--- config.mk ---
export PLATFORM = sky130hd
export DESIGN_NAME = round_robin_task_scheduler_unit_flat
export DESIGN_NICKNAME = d
export VERILOG_FILES = /design/src/rtl/core/rrts_pkg.sv /design/src/rtl/core/rrts_if.sv /design/src/rtl/core/rrts_seq.sv /design/src/rtl/core/round_robin_task_scheduler_unit.sv /design/src/flat_wrapper.sv
export SDC_FILE = /design/constraint.sdc
export NUM_CORES = 1
export LEC_CHECK = 0
export ABC_AREA = 1
export ABC_CLOCK_PERIOD_IN_PS = 2600
export BUFFER_PORTS_ARGS = -buffer_cell sky130_fd_sc_hd__buf_2
export CAP_MARGIN = 10
export CORE_UTILIZATION = 44
export CTS_BUF_LIST = sky130_fd_sc_hd__clkbuf_4 sky130_fd_sc_hd__clkbuf_8 sky130_fd_sc_hd__clkbuf_16
export DETAILED_ROUTE_END_ITERATION = 10
export PLACE_DENSITY = 0.68
export SETUP_SLACK_MARGIN = 0.1
export SYNTH_ARGS = -nofsm -noshare
export SYNTH_HDL_FRONTEND = slang
export SYNTH_SLANG_ARGS = --single-unit
--- constraint.sdc ---
create_clock -name clk -period 2.6 [get_ports clk]
set_input_delay 0.52 -clock clk [delete_from_list [all_inputs] [get_ports clk]]
set_output_delay 0.52 -clock clk [all_outputs]
set_load 0.05 [all_outputs]
--- src/rtl/core/rrts_pkg.sv ---
// Shared types, codes and microcode for the round-robin task scheduler.
// Holds the control word layout, the step program and the command decode.
// No dependencies.
package rrts_pkg;

	localparam int MAX_TASKS_DEF = 8;

	localparam int FUNC_W   = 3;
	localparam int ID_W     = 3;
	localparam int STATUS_W = 3;
	localparam int QCOUNT_W = 4;

	localparam logic [FUNC_W-1:0] FN_REG     = 3'd0;
	localparam logic [FUNC_W-1:0] FN_DISPATCH = 3'd1;
	localparam logic [FUNC_W-1:0] FN_YIELD   = 3'd2;
	localparam logic [FUNC_W-1:0] FN_BLOCK   = 3'd3;
	localparam logic [FUNC_W-1:0] FN_UNBLOCK = 3'd4;
	localparam logic [FUNC_W-1:0] FN_TERM    = 3'd5;

	localparam logic [2:0] TS_READY      = 3'd1;
	localparam logic [2:0] TS_RUNNING    = 3'd2;
	localparam logic [2:0] TS_BLOCKED    = 3'd3;
	localparam logic [2:0] TS_TERMINATED = 3'd4;

	localparam logic [STATUS_W-1:0] RS_OK      = 3'd0;
	localparam logic [STATUS_W-1:0] RS_IDLE    = 3'd1;
	localparam logic [STATUS_W-1:0] RS_ALLDONE = 3'd2;
	localparam logic [STATUS_W-1:0] RS_FULL    = 3'd3;
	localparam logic [STATUS_W-1:0] RS_NORUN   = 3'd4;
	localparam logic [STATUS_W-1:0] RS_BUSY    = 3'd5;
	localparam logic [STATUS_W-1:0] RS_NOCHG   = 3'd6;

	typedef logic [3:0] act_t;
	localparam act_t A_NOP     = 4'd0;
	localparam act_t A_IDLE    = 4'd1;
	localparam act_t A_RET     = 4'd2;
	localparam act_t A_REG     = 4'd3;
	localparam act_t A_POP     = 4'd4;
	localparam act_t A_YIELD   = 4'd5;
	localparam act_t A_BLOCK   = 4'd6;
	localparam act_t A_UNBLK   = 4'd7;
	localparam act_t A_CLRIDX  = 4'd8;
	localparam act_t A_RELEASE = 4'd9;
	localparam act_t A_INC     = 4'd10;
	localparam act_t A_TERM    = 4'd11;

	typedef logic [1:0] idsel_t;
	localparam idsel_t ID_ZERO = 2'd0;
	localparam idsel_t ID_Q    = 2'd1;
	localparam idsel_t ID_RUN  = 2'd2;
	localparam idsel_t ID_TGT  = 2'd3;

	localparam int NCOND = 16;
	typedef logic [3:0] cnd_t;
	localparam cnd_t C_ALWAYS  = 4'd0;
	localparam cnd_t C_NEVER   = 4'd1;
	localparam cnd_t C_FULL    = 4'd2;
	localparam cnd_t C_RUN     = 4'd3;
	localparam cnd_t C_NOALIVE = 4'd4;
	localparam cnd_t C_EMPTY   = 4'd5;
	localparam cnd_t C_NORUN   = 4'd6;
	localparam cnd_t C_TGTBAD  = 4'd7;
	localparam cnd_t C_NOTBLK  = 4'd8;
	localparam cnd_t C_SCANEND = 4'd9;
	localparam cnd_t C_SKIP    = 4'd10;

	localparam int PC_W = 5;
	typedef logic [PC_W-1:0] pc_t;
	localparam pc_t P_IDLE     = 5'd0;
	localparam pc_t P_R_OK     = 5'd1;
	localparam pc_t P_R_FULL   = 5'd2;
	localparam pc_t P_R_IDLE   = 5'd3;
	localparam pc_t P_R_ALL    = 5'd4;
	localparam pc_t P_R_NORUN  = 5'd5;
	localparam pc_t P_R_BUSY   = 5'd6;
	localparam pc_t P_R_NOCHGT = 5'd7;
	localparam pc_t P_R_NOCHGZ = 5'd8;
	localparam pc_t P_REG0     = 5'd9;
	localparam pc_t P_REG1     = 5'd10;
	localparam pc_t P_DSP0     = 5'd11;
	localparam pc_t P_DSP1     = 5'd12;
	localparam pc_t P_DSP2     = 5'd13;
	localparam pc_t P_DSP3     = 5'd14;
	localparam pc_t P_Y0       = 5'd15;
	localparam pc_t P_Y1       = 5'd16;
	localparam pc_t P_B0       = 5'd17;
	localparam pc_t P_B1       = 5'd18;
	localparam pc_t P_U0       = 5'd19;
	localparam pc_t P_U1       = 5'd20;
	localparam pc_t P_U2       = 5'd21;
	localparam pc_t P_T0       = 5'd22;
	localparam pc_t P_T1       = 5'd23;
	localparam pc_t P_T2       = 5'd24;
	localparam pc_t P_T3       = 5'd25;
	localparam pc_t P_TINC     = 5'd26;
	localparam pc_t P_T4       = 5'd27;

	typedef struct packed {
		act_t                act;
		logic                rd_idx;
		logic [STATUS_W-1:0] st;
		idsel_t              idsel;
		cnd_t                cnd;
		pc_t                 jmp;
	} ctl_t;

	function automatic ctl_t cw(input act_t act, input logic rd_idx,
			input logic [STATUS_W-1:0] st, input idsel_t idsel, input cnd_t cnd,
			input pc_t jmp);
		ctl_t c;
		c.act    = act;
		c.rd_idx = rd_idx;
		c.st     = st;
		c.idsel  = idsel;
		c.cnd    = cnd;
		c.jmp    = jmp;
		return c;
	endfunction

	function automatic ctl_t ucode_rom(input pc_t pc);
		ctl_t c;
		case (pc)
			P_IDLE:     c = cw(A_IDLE,    1'b0, RS_OK,      ID_ZERO, C_NEVER,   P_IDLE);
			P_R_OK:     c = cw(A_RET,     1'b0, RS_OK,      ID_Q,    C_ALWAYS,  P_IDLE);
			P_R_FULL:   c = cw(A_RET,     1'b0, RS_FULL,    ID_ZERO, C_ALWAYS,  P_IDLE);
			P_R_IDLE:   c = cw(A_RET,     1'b0, RS_IDLE,    ID_ZERO, C_ALWAYS,  P_IDLE);
			P_R_ALL:    c = cw(A_RET,     1'b0, RS_ALLDONE, ID_ZERO, C_ALWAYS,  P_IDLE);
			P_R_NORUN:  c = cw(A_RET,     1'b0, RS_NORUN,   ID_ZERO, C_ALWAYS,  P_IDLE);
			P_R_BUSY:   c = cw(A_RET,     1'b0, RS_BUSY,    ID_RUN,  C_ALWAYS,  P_IDLE);
			P_R_NOCHGT: c = cw(A_RET,     1'b0, RS_NOCHG,   ID_TGT,  C_ALWAYS,  P_IDLE);
			P_R_NOCHGZ: c = cw(A_RET,     1'b0, RS_NOCHG,   ID_ZERO, C_ALWAYS,  P_IDLE);
			P_REG0:     c = cw(A_NOP,     1'b0, RS_OK,      ID_ZERO, C_FULL,    P_R_FULL);
			P_REG1:     c = cw(A_REG,     1'b0, RS_OK,      ID_ZERO, C_ALWAYS,  P_R_OK);
			P_DSP0:     c = cw(A_NOP,     1'b0, RS_OK,      ID_ZERO, C_RUN,     P_R_BUSY);
			P_DSP1:     c = cw(A_NOP,     1'b0, RS_OK,      ID_ZERO, C_NOALIVE, P_R_ALL);
			P_DSP2:     c = cw(A_NOP,     1'b0, RS_OK,      ID_ZERO, C_EMPTY,   P_R_IDLE);
			P_DSP3:     c = cw(A_POP,     1'b0, RS_OK,      ID_ZERO, C_ALWAYS,  P_R_OK);
			P_Y0:       c = cw(A_NOP,     1'b0, RS_OK,      ID_ZERO, C_NORUN,   P_R_NORUN);
			P_Y1:       c = cw(A_YIELD,   1'b0, RS_OK,      ID_ZERO, C_ALWAYS,  P_R_OK);
			P_B0:       c = cw(A_NOP,     1'b0, RS_OK,      ID_ZERO, C_NORUN,   P_R_NORUN);
			P_B1:       c = cw(A_BLOCK,   1'b0, RS_OK,      ID_ZERO, C_ALWAYS,  P_R_OK);
			P_U0:       c = cw(A_NOP,     1'b0, RS_OK,      ID_ZERO, C_TGTBAD,  P_R_NOCHGT);
			P_U1:       c = cw(A_NOP,     1'b0, RS_OK,      ID_ZERO, C_NOTBLK,  P_R_NOCHGT);
			P_U2:       c = cw(A_UNBLK,   1'b0, RS_OK,      ID_ZERO, C_ALWAYS,  P_R_OK);
			P_T0:       c = cw(A_CLRIDX,  1'b1, RS_OK,      ID_ZERO, C_NORUN,   P_R_NORUN);
			P_T1:       c = cw(A_NOP,     1'b1, RS_OK,      ID_ZERO, C_SCANEND, P_T4);
			P_T2:       c = cw(A_NOP,     1'b1, RS_OK,      ID_ZERO, C_SKIP,    P_TINC);
			P_T3:       c = cw(A_RELEASE, 1'b1, RS_OK,      ID_ZERO, C_NEVER,   P_TINC);
			P_TINC:     c = cw(A_INC,     1'b1, RS_OK,      ID_ZERO, C_ALWAYS,  P_T1);
			P_T4:       c = cw(A_TERM,    1'b0, RS_OK,      ID_ZERO, C_ALWAYS,  P_R_OK);
			default:    c = cw(A_NOP,     1'b0, RS_OK,      ID_ZERO, C_ALWAYS,  P_IDLE);
		endcase
		return c;
	endfunction

	function automatic pc_t entry_of(input logic [FUNC_W-1:0] func);
		pc_t p;
		case (func)
			FN_REG:      p = P_REG0;
			FN_DISPATCH: p = P_DSP0;
			FN_YIELD:    p = P_Y0;
			FN_BLOCK:    p = P_B0;
			FN_UNBLOCK:  p = P_U0;
			FN_TERM:     p = P_T0;
			default:     p = P_R_NOCHGZ;
		endcase
		return p;
	endfunction

endpackage

--- src/rtl/core/rrts_if.sv ---
// Command and result channel interfaces of the task scheduler.
// Depends on rrts_pkg for field widths.
interface rrts_cmd_if;
	logic                       valid;
	logic                       ready;
	logic [rrts_pkg::FUNC_W-1:0] func;
	logic [rrts_pkg::ID_W-1:0]   target;

	modport source (output valid, output func, output target, input ready);
	modport sink (input valid, input func, input target, output ready);
endinterface

interface rrts_res_if;
	logic                          valid;
	logic                          ready;
	logic [rrts_pkg::ID_W-1:0]     task_id;
	logic [rrts_pkg::STATUS_W-1:0] status;
	logic [rrts_pkg::QCOUNT_W-1:0] queue_count;
	logic                          running_valid;

	modport source (output valid, output task_id, output status, output queue_count,
		output running_valid, input ready);
	modport sink (input valid, input task_id, input status, input queue_count,
		input running_valid, output ready);
endinterface

--- src/rtl/core/rrts_seq.sv ---
// Microcode sequencer of the task scheduler: step counter, program ROM, jumps.
// Depends on rrts_pkg for the control word and the program.
module rrts_seq (
	input  logic                        clk,
	input  logic                        arst_n,
	input  logic                        in_fire,
	input  logic [rrts_pkg::FUNC_W-1:0] func,
	input  logic [rrts_pkg::NCOND-1:0]  cond,
	input  logic                        ret_free,
	output rrts_pkg::ctl_t              ctl
);

	rrts_pkg::pc_t pc_q;

	assign ctl = rrts_pkg::ucode_rom(pc_q);

	always_ff @(posedge clk or negedge arst_n) begin
		if (!arst_n) begin
			pc_q <= rrts_pkg::P_IDLE;
		end else begin
			case (ctl.act)
				rrts_pkg::A_IDLE: begin
					if (in_fire)
						pc_q <= rrts_pkg::entry_of(func);
				end
				rrts_pkg::A_RET: begin
					if (ret_free)
						pc_q <= ctl.jmp;
				end
				default: begin
					pc_q <= cond[ctl.cnd] ? ctl.jmp : pc_q + 1'b1;
				end
			endcase
		end
	end

endmodule

--- src/rtl/core/round_robin_task_scheduler_unit.sv ---
// Round-robin task scheduler: task table, ready FIFO, running register.
// Depends on rrts_pkg, rrts_cmd_if, rrts_res_if and rrts_seq.
//
// Usage:
//   cmd carries one command per transaction (func, target); res returns exactly
//   one result per command (task_id, status, queue_count, running_valid).
//   Commands are processed one at a time by a microcoded sequencer; cmd.ready
//   is high only while the sequencer sits in its idle step.
//   Each command steps through its own microcode program, which ends early when
//   the command is refused; terminate, when a task runs, scans every registered
//   id and releases each blocked task other than the running one.
//   After the result is loaded, the sequencer returns to its idle step and
//   accepts the next command; the terminate scan is the longest command.
//   The result sits in an output register; a new command is accepted while it
//   waits. If res stalls, the sequencer holds at its final step until the
//   output register frees up.
//   Reset clears the task count, queue pointers and running flag. Table and
//   queue entries need no clearing: a table entry is read only below the
//   task count, a queue entry only below the fill count.
module round_robin_task_scheduler_unit #(
	parameter int MAX_TASKS = rrts_pkg::MAX_TASKS_DEF
) (
	input  logic      clk,
	input  logic      arst_n,
	rrts_cmd_if.sink  cmd,
	rrts_res_if.source res
);

	localparam int IW  = $clog2(MAX_TASKS);
	localparam int CW  = $clog2(MAX_TASKS + 1);
	localparam int CW1 = CW + 1;
	localparam int XW  = (CW > rrts_pkg::ID_W) ? CW : rrts_pkg::ID_W;
	localparam int IDW = (IW > rrts_pkg::ID_W) ? IW : rrts_pkg::ID_W;
	localparam int QW  = (CW > rrts_pkg::QCOUNT_W) ? CW : rrts_pkg::QCOUNT_W;

	rrts_pkg::ctl_t ctl;
	logic [rrts_pkg::NCOND-1:0] cond;
	logic in_fire, ret_free, ret_load;

	logic [CW-1:0] task_count_q, alive_q, fcount_q, idx_q;
	logic [IW-1:0] head_q, tail_q, run_id_q;
	logic          run_flag_q, ov_q;

	logic [rrts_pkg::ID_W-1:0] tgt_q;
	logic [IW-1:0] id_q;
	logic [2:0]    sdata_q;
	logic [IW-1:0] fdata_q;

	logic [2:0]    stat_mem [MAX_TASKS];
	logic [IW-1:0] fifo_mem [MAX_TASKS];

	logic [rrts_pkg::ID_W-1:0]     res_id_q;
	logic [rrts_pkg::STATUS_W-1:0] res_st_q;
	logic [rrts_pkg::QCOUNT_W-1:0] res_qc_q;
	logic                          res_rv_q;

	logic [XW-1:0]  tgt_x;
	logic [IW-1:0]  tgt_id, tc_id, rd_addr;
	logic [IDW-1:0] id_x, run_x;
	logic [QW-1:0]  q_x;
	logic [rrts_pkg::ID_W-1:0] ret_id;

	logic          sw_en, push_en, push_ok, pop;
	logic [IW-1:0] sw_addr, push_id;
	logic [2:0]    sw_data;

	rrts_seq u_seq (
		.clk      (clk),
		.arst_n   (arst_n),
		.in_fire  (in_fire),
		.func     (cmd.func),
		.cond     (cond),
		.ret_free (ret_free),
		.ctl      (ctl)
	);

	assign cmd.ready = (ctl.act == rrts_pkg::A_IDLE);
	assign in_fire   = cmd.valid && cmd.ready;
	assign ret_free  = !ov_q || res.ready;
	assign ret_load  = (ctl.act == rrts_pkg::A_RET) && ret_free;

	assign tgt_x   = XW'(tgt_q);
	assign tgt_id  = tgt_x[IW-1:0];
	assign tc_id   = task_count_q[IW-1:0];
	assign rd_addr = ctl.rd_idx ? idx_q[IW-1:0] : tgt_id;
	assign id_x    = IDW'(id_q);
	assign run_x   = IDW'(run_id_q);
	assign q_x     = QW'(fcount_q);

	always_comb begin
		cond = '0;
		cond[rrts_pkg::C_ALWAYS]  = 1'b1;
		cond[rrts_pkg::C_NEVER]   = 1'b0;
		cond[rrts_pkg::C_FULL]    = task_count_q >= CW'(MAX_TASKS);
		cond[rrts_pkg::C_RUN]     = run_flag_q;
		cond[rrts_pkg::C_NOALIVE] = (alive_q == '0);
		cond[rrts_pkg::C_EMPTY]   = (fcount_q == '0);
		cond[rrts_pkg::C_NORUN]   = !run_flag_q;
		cond[rrts_pkg::C_TGTBAD]  = tgt_x >= XW'(task_count_q);
		cond[rrts_pkg::C_NOTBLK]  = (sdata_q != rrts_pkg::TS_BLOCKED);
		cond[rrts_pkg::C_SCANEND] = idx_q >= task_count_q;
		cond[rrts_pkg::C_SKIP]    = (idx_q == CW'(run_id_q)) ||
			(sdata_q != rrts_pkg::TS_BLOCKED);
	end

	always_comb begin
		sw_en   = 1'b0;
		sw_addr = run_id_q;
		sw_data = rrts_pkg::TS_READY;
		push_en = 1'b0;
		push_id = run_id_q;
		pop     = 1'b0;
		case (ctl.act)
			rrts_pkg::A_REG: begin
				sw_en   = 1'b1;
				sw_addr = tc_id;
				push_en = 1'b1;
				push_id = tc_id;
			end
			rrts_pkg::A_POP: begin
				sw_en   = 1'b1;
				sw_addr = fdata_q;
				sw_data = rrts_pkg::TS_RUNNING;
				pop     = 1'b1;
			end
			rrts_pkg::A_YIELD: begin
				sw_en   = 1'b1;
				push_en = 1'b1;
			end
			rrts_pkg::A_BLOCK: begin
				sw_en   = 1'b1;
				sw_data = rrts_pkg::TS_BLOCKED;
			end
			rrts_pkg::A_UNBLK: begin
				sw_en   = 1'b1;
				sw_addr = tgt_id;
				push_en = 1'b1;
				push_id = tgt_id;
			end
			rrts_pkg::A_RELEASE: begin
				sw_en   = 1'b1;
				sw_addr = idx_q[IW-1:0];
				push_en = 1'b1;
				push_id = idx_q[IW-1:0];
			end
			rrts_pkg::A_TERM: begin
				sw_en   = 1'b1;
				sw_data = rrts_pkg::TS_TERMINATED;
			end
			default: begin
				sw_en = 1'b0;
			end
		endcase
		push_ok = push_en && (fcount_q < CW'(MAX_TASKS));
	end

	always_comb begin
		case (ctl.idsel)
			rrts_pkg::ID_ZERO: ret_id = '0;
			rrts_pkg::ID_Q:    ret_id = id_x[rrts_pkg::ID_W-1:0];
			rrts_pkg::ID_RUN:  ret_id = run_x[rrts_pkg::ID_W-1:0];
			rrts_pkg::ID_TGT:  ret_id = tgt_q;
			default:           ret_id = '0;
		endcase
	end

	always_ff @(posedge clk or negedge arst_n) begin
		if (!arst_n) begin
			task_count_q <= '0;
			alive_q      <= '0;
			fcount_q     <= '0;
			idx_q        <= '0;
			head_q       <= '0;
			tail_q       <= '0;
			run_id_q     <= '0;
			run_flag_q   <= 1'b0;
			ov_q         <= 1'b0;
		end else begin
			if (push_ok)
				tail_q <= (tail_q == IW'(MAX_TASKS - 1)) ? '0 : tail_q + 1'b1;
			if (pop) begin
				head_q   <= (head_q == IW'(MAX_TASKS - 1)) ? '0 : head_q + 1'b1;
				fcount_q <= fcount_q - 1'b1;
			end else if (push_ok) begin
				fcount_q <= fcount_q + 1'b1;
			end
			case (ctl.act)
				rrts_pkg::A_REG: begin
					task_count_q <= task_count_q + 1'b1;
					alive_q      <= alive_q + 1'b1;
				end
				rrts_pkg::A_POP: begin
					run_id_q   <= fdata_q;
					run_flag_q <= 1'b1;
				end
				rrts_pkg::A_YIELD, rrts_pkg::A_BLOCK: begin
					run_flag_q <= 1'b0;
				end
				rrts_pkg::A_TERM: begin
					run_flag_q <= 1'b0;
					alive_q    <= alive_q - 1'b1;
				end
				rrts_pkg::A_CLRIDX: begin
					idx_q <= '0;
				end
				rrts_pkg::A_INC: begin
					idx_q <= idx_q + 1'b1;
				end
				default: begin
					idx_q <= idx_q;
				end
			endcase
			if (ret_load)
				ov_q <= 1'b1;
			else if (res.ready)
				ov_q <= 1'b0;
		end
	end

	always_ff @(posedge clk) begin
		if (in_fire)
			tgt_q <= cmd.target;
		case (ctl.act)
			rrts_pkg::A_REG:   id_q <= tc_id;
			rrts_pkg::A_POP:   id_q <= fdata_q;
			rrts_pkg::A_UNBLK: id_q <= tgt_id;
			rrts_pkg::A_YIELD, rrts_pkg::A_BLOCK, rrts_pkg::A_TERM: id_q <= run_id_q;
			default:           id_q <= id_q;
		endcase
		if (ret_load) begin
			res_id_q <= ret_id;
			res_st_q <= ctl.st;
			res_qc_q <= q_x[rrts_pkg::QCOUNT_W-1:0];
			res_rv_q <= run_flag_q;
		end
	end

	always_ff @(posedge clk) begin
		if (sw_en)
			stat_mem[sw_addr] <= sw_data;
		if (push_ok)
			fifo_mem[tail_q] <= push_id;
		sdata_q <= stat_mem[rd_addr];
		fdata_q <= fifo_mem[head_q];
	end

	assign res.valid         = ov_q;
	assign res.task_id       = res_id_q;
	assign res.status        = res_st_q;
	assign res.queue_count   = res_qc_q;
	assign res.running_valid = res_rv_q;

`ifndef SYNTHESIS
	a_alive_le_count: assert property (@(posedge clk) disable iff (!arst_n)
		alive_q <= task_count_q)
		else $error("live task count exceeds registered count");

	a_queue_le_alive: assert property (@(posedge clk) disable iff (!arst_n)
		CW1'(fcount_q) + CW1'(run_flag_q) <= CW1'(alive_q))
		else $error("queued plus running tasks exceed live tasks");

	a_run_from_pop: assert property (@(posedge clk) disable iff (!arst_n)
		$rose(run_flag_q) |-> $past(ctl.act == rrts_pkg::A_POP))
		else $error("running flag set without a dispatch");

	a_count_monotone: assert property (@(posedge clk) disable iff (!arst_n)
		1'b1 |=> task_count_q >= $past(task_count_q))
		else $error("task count decreased");
`endif

endmodule
--- src/flat_wrapper.sv ---
// flat-port wrapper written by rule: the top's interface ports become plain ports
module round_robin_task_scheduler_unit_flat 
#(
	parameter int MAX_TASKS = rrts_pkg::MAX_TASKS_DEF
)
  (clk, arst_n, cmd_valid, cmd_func, cmd_target, cmd_ready, res_valid, res_task_id, res_status, res_queue_count, res_running_valid, res_ready);
  rrts_cmd_if cmd_i ();
  rrts_res_if res_i ();
  input  logic clk;
  input  logic arst_n;
  input wire logic [$bits(cmd_i.valid)-1:0] cmd_valid;
  input wire logic [$bits(cmd_i.func)-1:0] cmd_func;
  input wire logic [$bits(cmd_i.target)-1:0] cmd_target;
  output wire logic [$bits(cmd_i.ready)-1:0] cmd_ready;
  output wire logic [$bits(res_i.valid)-1:0] res_valid;
  output wire logic [$bits(res_i.task_id)-1:0] res_task_id;
  output wire logic [$bits(res_i.status)-1:0] res_status;
  output wire logic [$bits(res_i.queue_count)-1:0] res_queue_count;
  output wire logic [$bits(res_i.running_valid)-1:0] res_running_valid;
  input wire logic [$bits(res_i.ready)-1:0] res_ready;
  assign cmd_i.valid = cmd_valid;
  assign cmd_i.func = cmd_func;
  assign cmd_i.target = cmd_target;
  assign cmd_ready = cmd_i.ready;
  assign res_valid = res_i.valid;
  assign res_task_id = res_i.task_id;
  assign res_status = res_i.status;
  assign res_queue_count = res_i.queue_count;
  assign res_running_valid = res_i.running_valid;
  assign res_i.ready = res_ready;
  round_robin_task_scheduler_unit #(.MAX_TASKS(MAX_TASKS)) u_core (.clk(clk), .arst_n(arst_n), .cmd(cmd_i), .res(res_i));
endmodule
# [After elaboration in Yosys (flattened, before gate mapping)]
# Memory sizes are Yosys's and may differ from the RTL's. A register that Yosys moved wholly into a read port is not among the register bits.
# Cells that the tools add are included.
[op_classes] n_addsub=9 n_lt_le_gt_ge=5 n_eq_ne=25 n_mux=29 reduce_logical=21
[ops] operator="$pmux W3 S4" count=3
[ops] operator="$pmux W5 S6" count=1
[ops] operator="$pmux W3 S3" count=2
[ops] operator="$add A4 B1 Y4 const B" count=4
[ops] operator="$eq A4 B3 Y1 const B" count=4
[ops] operator="$eq A4 B4 Y1 const B" count=4
[ops] operator="$pmux W4 S2" count=2
[ops] operator="$mux W5" count=3
[ops] operator="$eq A3 B3 Y1 const B" count=4
[ops] operator="$mux W1" count=10
[ops] operator="$pmux W5 S2" count=1
[ops] operator="$reduce_bool A2 Y1" count=5
[ops] operator="$mux W3" count=3
[ops] operator="$eq A4 B2 Y1 const B" count=2
[ops] operator="$logic_not A4 Y1" count=2
[ops] operator="$mux W4" count=2
[ops] operator="$sub A4 B1 Y4 const B" count=2
[ops] operator="$reduce_or A7 Y1" count=1
[ops] operator="$add A3 B1 Y3 const B" count=2
[ops] operator="$eq A3 B2 Y1 const B" count=2
[ops] operator="$add A5 B1 Y5 const B" count=1
[ops] operator="$lt A4 B5 Y1 const B" count=1
[ops] operator="$bmux W1 S4" count=1
[ops] operator="$eq A2 B2 Y1 const B" count=2
[ops] operator="21 further kinds" count=25
[totals] register_bits=49 mem_bits_rw=48 rom_bits=608 in_bits=10 output_inout_bits=13 wordCells=108 n_memories=3
[memory_table] name="(name not given)" depth=32 width=19 read_ports=1 rd_ports_with_merged_regs=0 write_ports=0 line_no="rrts_pkg.sv:122" source="case (pc)"
[memory_table] name="u_core.fifo_mem" depth=8 width=3 read_ports=1 rd_ports_with_merged_regs=1 write_ports=1 line_no="round_robin_task_scheduler_unit.sv:50" source="logic [IW-1:0] fifo_mem [MAX_TASKS];"
[memory_table] name="u_core.stat_mem" depth=8 width=3 read_ports=1 rd_ports_with_merged_regs=1 write_ports=1 line_no="round_robin_task_scheduler_unit.sv:49" source="logic [2:0] stat_mem [MAX_TASKS];"

# [Logic depth before layout (Yosys ltp)]
# An unclocked memory read counts as a cell.
[logic_depth] word_depth=7 mapped_depth=19 depth_no_buf=19

# [Hierarchy]
# A second synthesis with hierarchy kept.
[hier_totals] hier_cells=691 area_unflattened_um2=5880.6
[by_module_without_submodules] mod="round_robin_task_scheduler_unit" n_inst=1 cells_each=479 area_each_um2=4703.3 seq_area_each_um2=2747.6
[by_module_without_submodules] mod="rrts_seq" n_inst=1 cells_each=212 area_each_um2=1177.4 seq_area_each_um2=125.1

# [Worst setup path before layout]
# OpenSTA, ideal clock, no wires.
[synth_timing] kind="register to register" start="register u_core.u_seq.pc_q[0]" end="register u_core.tgt_q (netlist bit u_core.tgt_id[0]), enable pin" setup_time_ps=319 arrival_ps=2271 t_required_ps=2281 slack_ps=10 stages_incl_launch_ff=12 path_buffers=0 period_less_slack_ps=2590 path_cell_list="dfrtp_1 -> inv_2 -> ha_1 -> nand2_1 -> o21ai_2 -> nand3_2 -> inv_1 -> nor2_2 -> inv_2 -> nor2_2 -> inv_1 -> nor2_1"
[synth_via] elab_chain_cells=3
[synth_lines] element="from (decl)" line_no="rrts_seq.sv:13" source="rrts_pkg::pc_t pc_q;"
[synth_lines] element="from (signal assigned)" line_no="rrts_seq.sv:19" source="pc_q <= rrts_pkg::P_IDLE;"
[synth_lines] element="from (signal assigned)" line_no="rrts_seq.sv:24" source="pc_q <= rrts_pkg::entry_of(func);"
[synth_lines] element="from (signal assigned)" line_no="rrts_seq.sv:28" source="pc_q <= ctl.jmp;"
[synth_lines] element="$mem_v2 Z32 W19"
[synth_lines] element="$eq A4 B1 Y1" line_no="round_robin_task_scheduler_unit.sv:77" source="assign cmd.ready = (ctl.act == rrts_pkg::A_IDLE);"
[synth_lines] element="via cmd_ready" line_no="flat_wrapper.sv:14" source="output wire logic [$bits(cmd_i.ready)-1:0] cmd_ready;"
[synth_lines] element="$logic_and A1 B1 Y1" line_no="round_robin_task_scheduler_unit.sv:78" source="assign in_fire = cmd.valid && cmd.ready;"
[synth_lines] element="via u_core.in_fire" line_no="round_robin_task_scheduler_unit.sv:38" source="logic in_fire, ret_free, ret_load;"
[synth_lines] element="to (signal assigned)" line_no="round_robin_task_scheduler_unit.sv:222" source="tgt_q <= cmd.target;"
[synth_lines] element="to (decl)" line_no="round_robin_task_scheduler_unit.sv:44" source="logic [rrts_pkg::ID_W-1:0] tgt_q;"
# The timed path passes the listed nets, and every way through them passes these cells.
# A chain may end at the register's enable or synchronous reset.

# [Final worst setup path]
[layout_timing] start="register u_core.u_seq.pc_q[0]" end="memory u_core.stat_mem[2][2], enable pin"
[layout_via] elab_chain_cells=6 elab_cells_between_ends=13 cone_classes="7 x eq/ne; 4 x mux; 1 x reduce/logical; 1 x memory"
[layout_lines] element="$mem_v2 Z32 W19 (*)"
[layout_lines] element="$eq A4 B4 Y1, or another cell as far along" line_no="round_robin_task_scheduler_unit.sv:113" source="case (ctl.act)"
[layout_lines] element="$reduce_or A7 Y1 (no source line)"
[layout_lines] element="$mux W1" line_no="round_robin_task_scheduler_unit.sv:113"
[layout_lines] element="$mux W1" line_no="round_robin_task_scheduler_unit.sv:239" source="if (sw_en)"
[layout_lines] element="$mux W1 (not written as such)" line_no="round_robin_task_scheduler_unit.sv:240" source="stat_mem[sw_addr] <= sw_data;"
[layout_lines] element="to (decl)" line_no="round_robin_task_scheduler_unit.sv:49"
# Mark *: on every way between the ends. The rest lies on a longest branch, timed or not.

==> flow_summary_export.csv <==
group,metric,value,unit
sta,rsz0062_at_grt,"true",
grt,grt_max_degree,33,
logic_synthesis,yosys.area_share.xor_xnor,2.27,%
clocking,insertion_delay,350,ps
logic_synthesis,synth_mux_area_share,0.173,%
logic_synthesis,synth_compound_area_share,11.6,%
clocking,cts_max_path_buffers,2,
finish,drive_gt1_share,31.2,%
sta,timing.final.crit_share,97.1,%
die,start_util,45.5,%
clocking,cts_max_level,3,
routing,remaining_drc_errors,0,
logic_synthesis,synth-edff-count,65,
critical_path,cpMaxStageDelayCell,"dfrtp_2",
placed_design,portBuffers,22,
finish,final_nets,766,
grt,grt_pass1_vias,4667,
critical_path,path_cells,"buf_6 -> ha_2 -> nand3_1 -> nand3_2 -> nand2_2 -> nand2_4 -> nand2_8 -> inv_4 -> nand2_2 -> nand2_4 -> nor2_4 -> inv_2 -> nor2_4 -> nor2_4 -> inv_2 -> nand2_4 -> nor2_4 -> buf_6",
critical_path,worstSetupEndpointType,"flop",
clocking,clock-sinks,103,
routing,wl,14900,um
clocking,cts.clk_slew.worst_paths,70,ps
die,dieArea,13600,um2
sta,slew_violations,0,
grt,antenna_found_initial,0,
finish,area_delta_synth_final,25.9,%
routing,drtPass1Iterations,5,
sta,period_needed,2530,ps
clocking,numCtsBuffers,9,
routing,num_vias,4829,
placed_design,dp_hpwl,10800,um
critical_path,cpPeakStageDelay,460,ps
clocking,cts-root-buf,"clkbuf_16",
critical_path,worst_ep_required_time,2680,ps
logic_synthesis,synth_top_area_share,33.8,%
grt,grt_usage,22.8,%
sta,clock-skew-final,7.12,ps
routing,post_drt_via_cell_ratio,5.34,
routing,wl_per_cell,16.4,um
sta,hold_violations,0,
run_status,status,"complete, no violations",
clocking,cts_hold_buf,0,
sta,report.final.setup_viol,0,
finish,fillers,1121,
routing,drt_iter0_drc,412,
grt,grt-ovfl-total,0,
finish,ff_latch_area,2880,um2
critical_path,crit_fanout,6,
logic_synthesis,synth_top_family_by_area,"simple AND/OR/NAND/NOR gates",
clocking,cts_tree,"built",
grt,grt_pass1_wl,23300,um
critical_path,worst_setup_path_start_kind,"flop",
logic_synthesis,synth_fa_ha_area_share,6.19,%
logic_synthesis,yosys.area_share.simple,23.5,%
critical_path,cp_common_cell,"nor2_4",
sta,fin_setup_tns,0,ps
run,cap_viol_max_count,0,
logic_synthesis,syn_area,5780,um2
die,pin_count,23,
logic_synthesis,async_flop_share,31.1,%
logic_synthesis,yosysUniqueCellTypes,43,
sta,relSlewSlack,45.6,%
finish,antennaDiodeCount,0,
die,die_x,117,um
die,fp.dieH,117,um
logic_synthesis,syn-num-nets,689,
logic_synthesis,ys_ff_latch,103,
sta,fmax,396,MHz
logic_synthesis,yosysWarnings,0,
die,rows,41,
finish,final_common_cell,"nand2_1",
logic_synthesis,synth.avg_cell_area,8.88,um2
finish,final_cell_mix,"nand2_1 (90), nor2_1 (75), edfxtp_1 (65)",
logic_synthesis,synth_area_leaders,"edfxtp_1 (34%), dfrtp_1 (14%), nand2_1 (7.4%)",
logic_synthesis,synth_cells,651,
sta,max_slew.worst_pin.slew,816,ps
logic_synthesis,ys_seq_area_share,49.7,%
finish,multi_input_area,3010,um2
critical_path,arrival,2600,ps
logic_synthesis,synth_area_leader_cell,"edfxtp_1",
logic_synthesis,synth_flop_cell,"edfxtp_1",
routing,drtAntennaViolNets,0,
min_path,hold_path_class,"primary input to async pin",
placed_design,place.gp.congestion,0.995,
die,fp.coreArea,12700,um2
critical_path,path_class,"flop to flop",
-- flip-flops by register name (all words and copies together) (netlist names), 4 cells and up --
name	count
u_core.idx_q	4
u_core.fcount_q	4
u_core.res.queue_count	4
u_core.stat_mem	24
u_core.task_count_q	4
u_core.u_seq.pc_q	5
u_core.alive_q	4
u_core.fifo_mem	24
-- final timing paths --
path	start	to	slack [ps]	cells after the start
worst min register to register	u_core.alive_q[3]	u_core.alive_q[3]	470	1
min in group clk	cmd_target[0]	u_core.tgt_id[0]	340	1
max in group asynchronous	arst_n	u_core.u_seq.pc_q[0]	1780	1
worst max register to register	u_core.u_seq.pc_q[0]	u_core.stat_mem[2][2]	70	18
worst max-delay path	u_core.u_seq.pc_q[0]	u_core.stat_mem[2][2]	70	18
worst min-delay path	arst_n	u_core.fcount_q[0]	260	1
-- layout make-up --
class	count	area share, %
multi-input combinational	458	41.4
sequential	103	39.5
timing repair buffer	78	7.60
inverter	78	4.37
clock buffer	9	3.09
tap	172	2.96
clock inverter	7	1.07
-- cells in the mapped netlist, types with 3 or more instances --
cell       number
nand2_1       114
nor2_1         92
edfxtp_1       65
inv_1          62
o21ai_0        59
nand3_1        46
dfrtp_1        32
ha_1           27
a21oi_1        17
inv_2          15
o22ai_1        10
xor2_1         10
nand2_2         9
nor2_2          9
dfxtp_1         6
nand2_4         6
nand4_1         6
nor3_1          5
o211ai_1        5
xnor2_1         5
buf_2           4
buf_6           4
nor2_4          4
o2111ai_1       4
a211oi_1        3
a31oi_1         3
nand3_2         3
o21a_1          3
o21ai_1         3
o21ai_2         3
-- cell families after synthesis --
| logic type | Yosys count |
|---|---|
| muxes | 1 |
| AOI/OAI and AO/OA | 115 |
| buffers and inverters | 90 |
| and+or+nand+nor | 299 |
| adders and majority gates | 28 |
| DFF | 103 |
| xor gates and xnor gates | 15 |
-- what timing repair did --
| item | CTS | global route |
|---|---|---|
| gates resized for setup | 54 | 94 |
| cloned | 0 | 1 |
| setup endpoints to repair | 67 | 91 |
| buffers inserted | 5 | 14 |
| pin swaps | 14 | 44 |
-- layer usage --
layer | global-route usage [%] | up-vias | share of wire (%)
met1 | 29.7 | 2275 | 44
met3 | 4.93 | 27 | 6.4
met2 | 37.5 | 184 | 48
li1 | - | 2343 | -
met4 | 8.02 | 0 | 1.8
met5 | 0 | - | 0
-- per-stage QoR --
stage	std cells	util (%)	setup slack, ps	instance area [um2]	hold slack (ps)
2_1_floorplan	651	-	179	5790	224
3_3_place_gp	870	49.5	-93.5	6300	458
3_5_place_dp	870	49.5	-102	6300	464
4_1_cts	891	53.8	54.3	6840	279
5_1_grt	905	57.2	-35.8	7280	320
6_report	905	57.2	74.5	7280	261
-- critical path: cells and delay by family (launching register included) --
| kind | cells | cell delay (ps) |
|---|---|---|
| flip-flops | 1 | 460 |
| AND/OR/NAND/NOR | 12 | 1170 |
| adder cells (fa/ha/maj) | 1 | 180 |
| buffers and inverters | 5 | 450 |
Power is not shown: default switching activity piles up to over one toggle a cycle in this logic, so the estimate is an artifact.
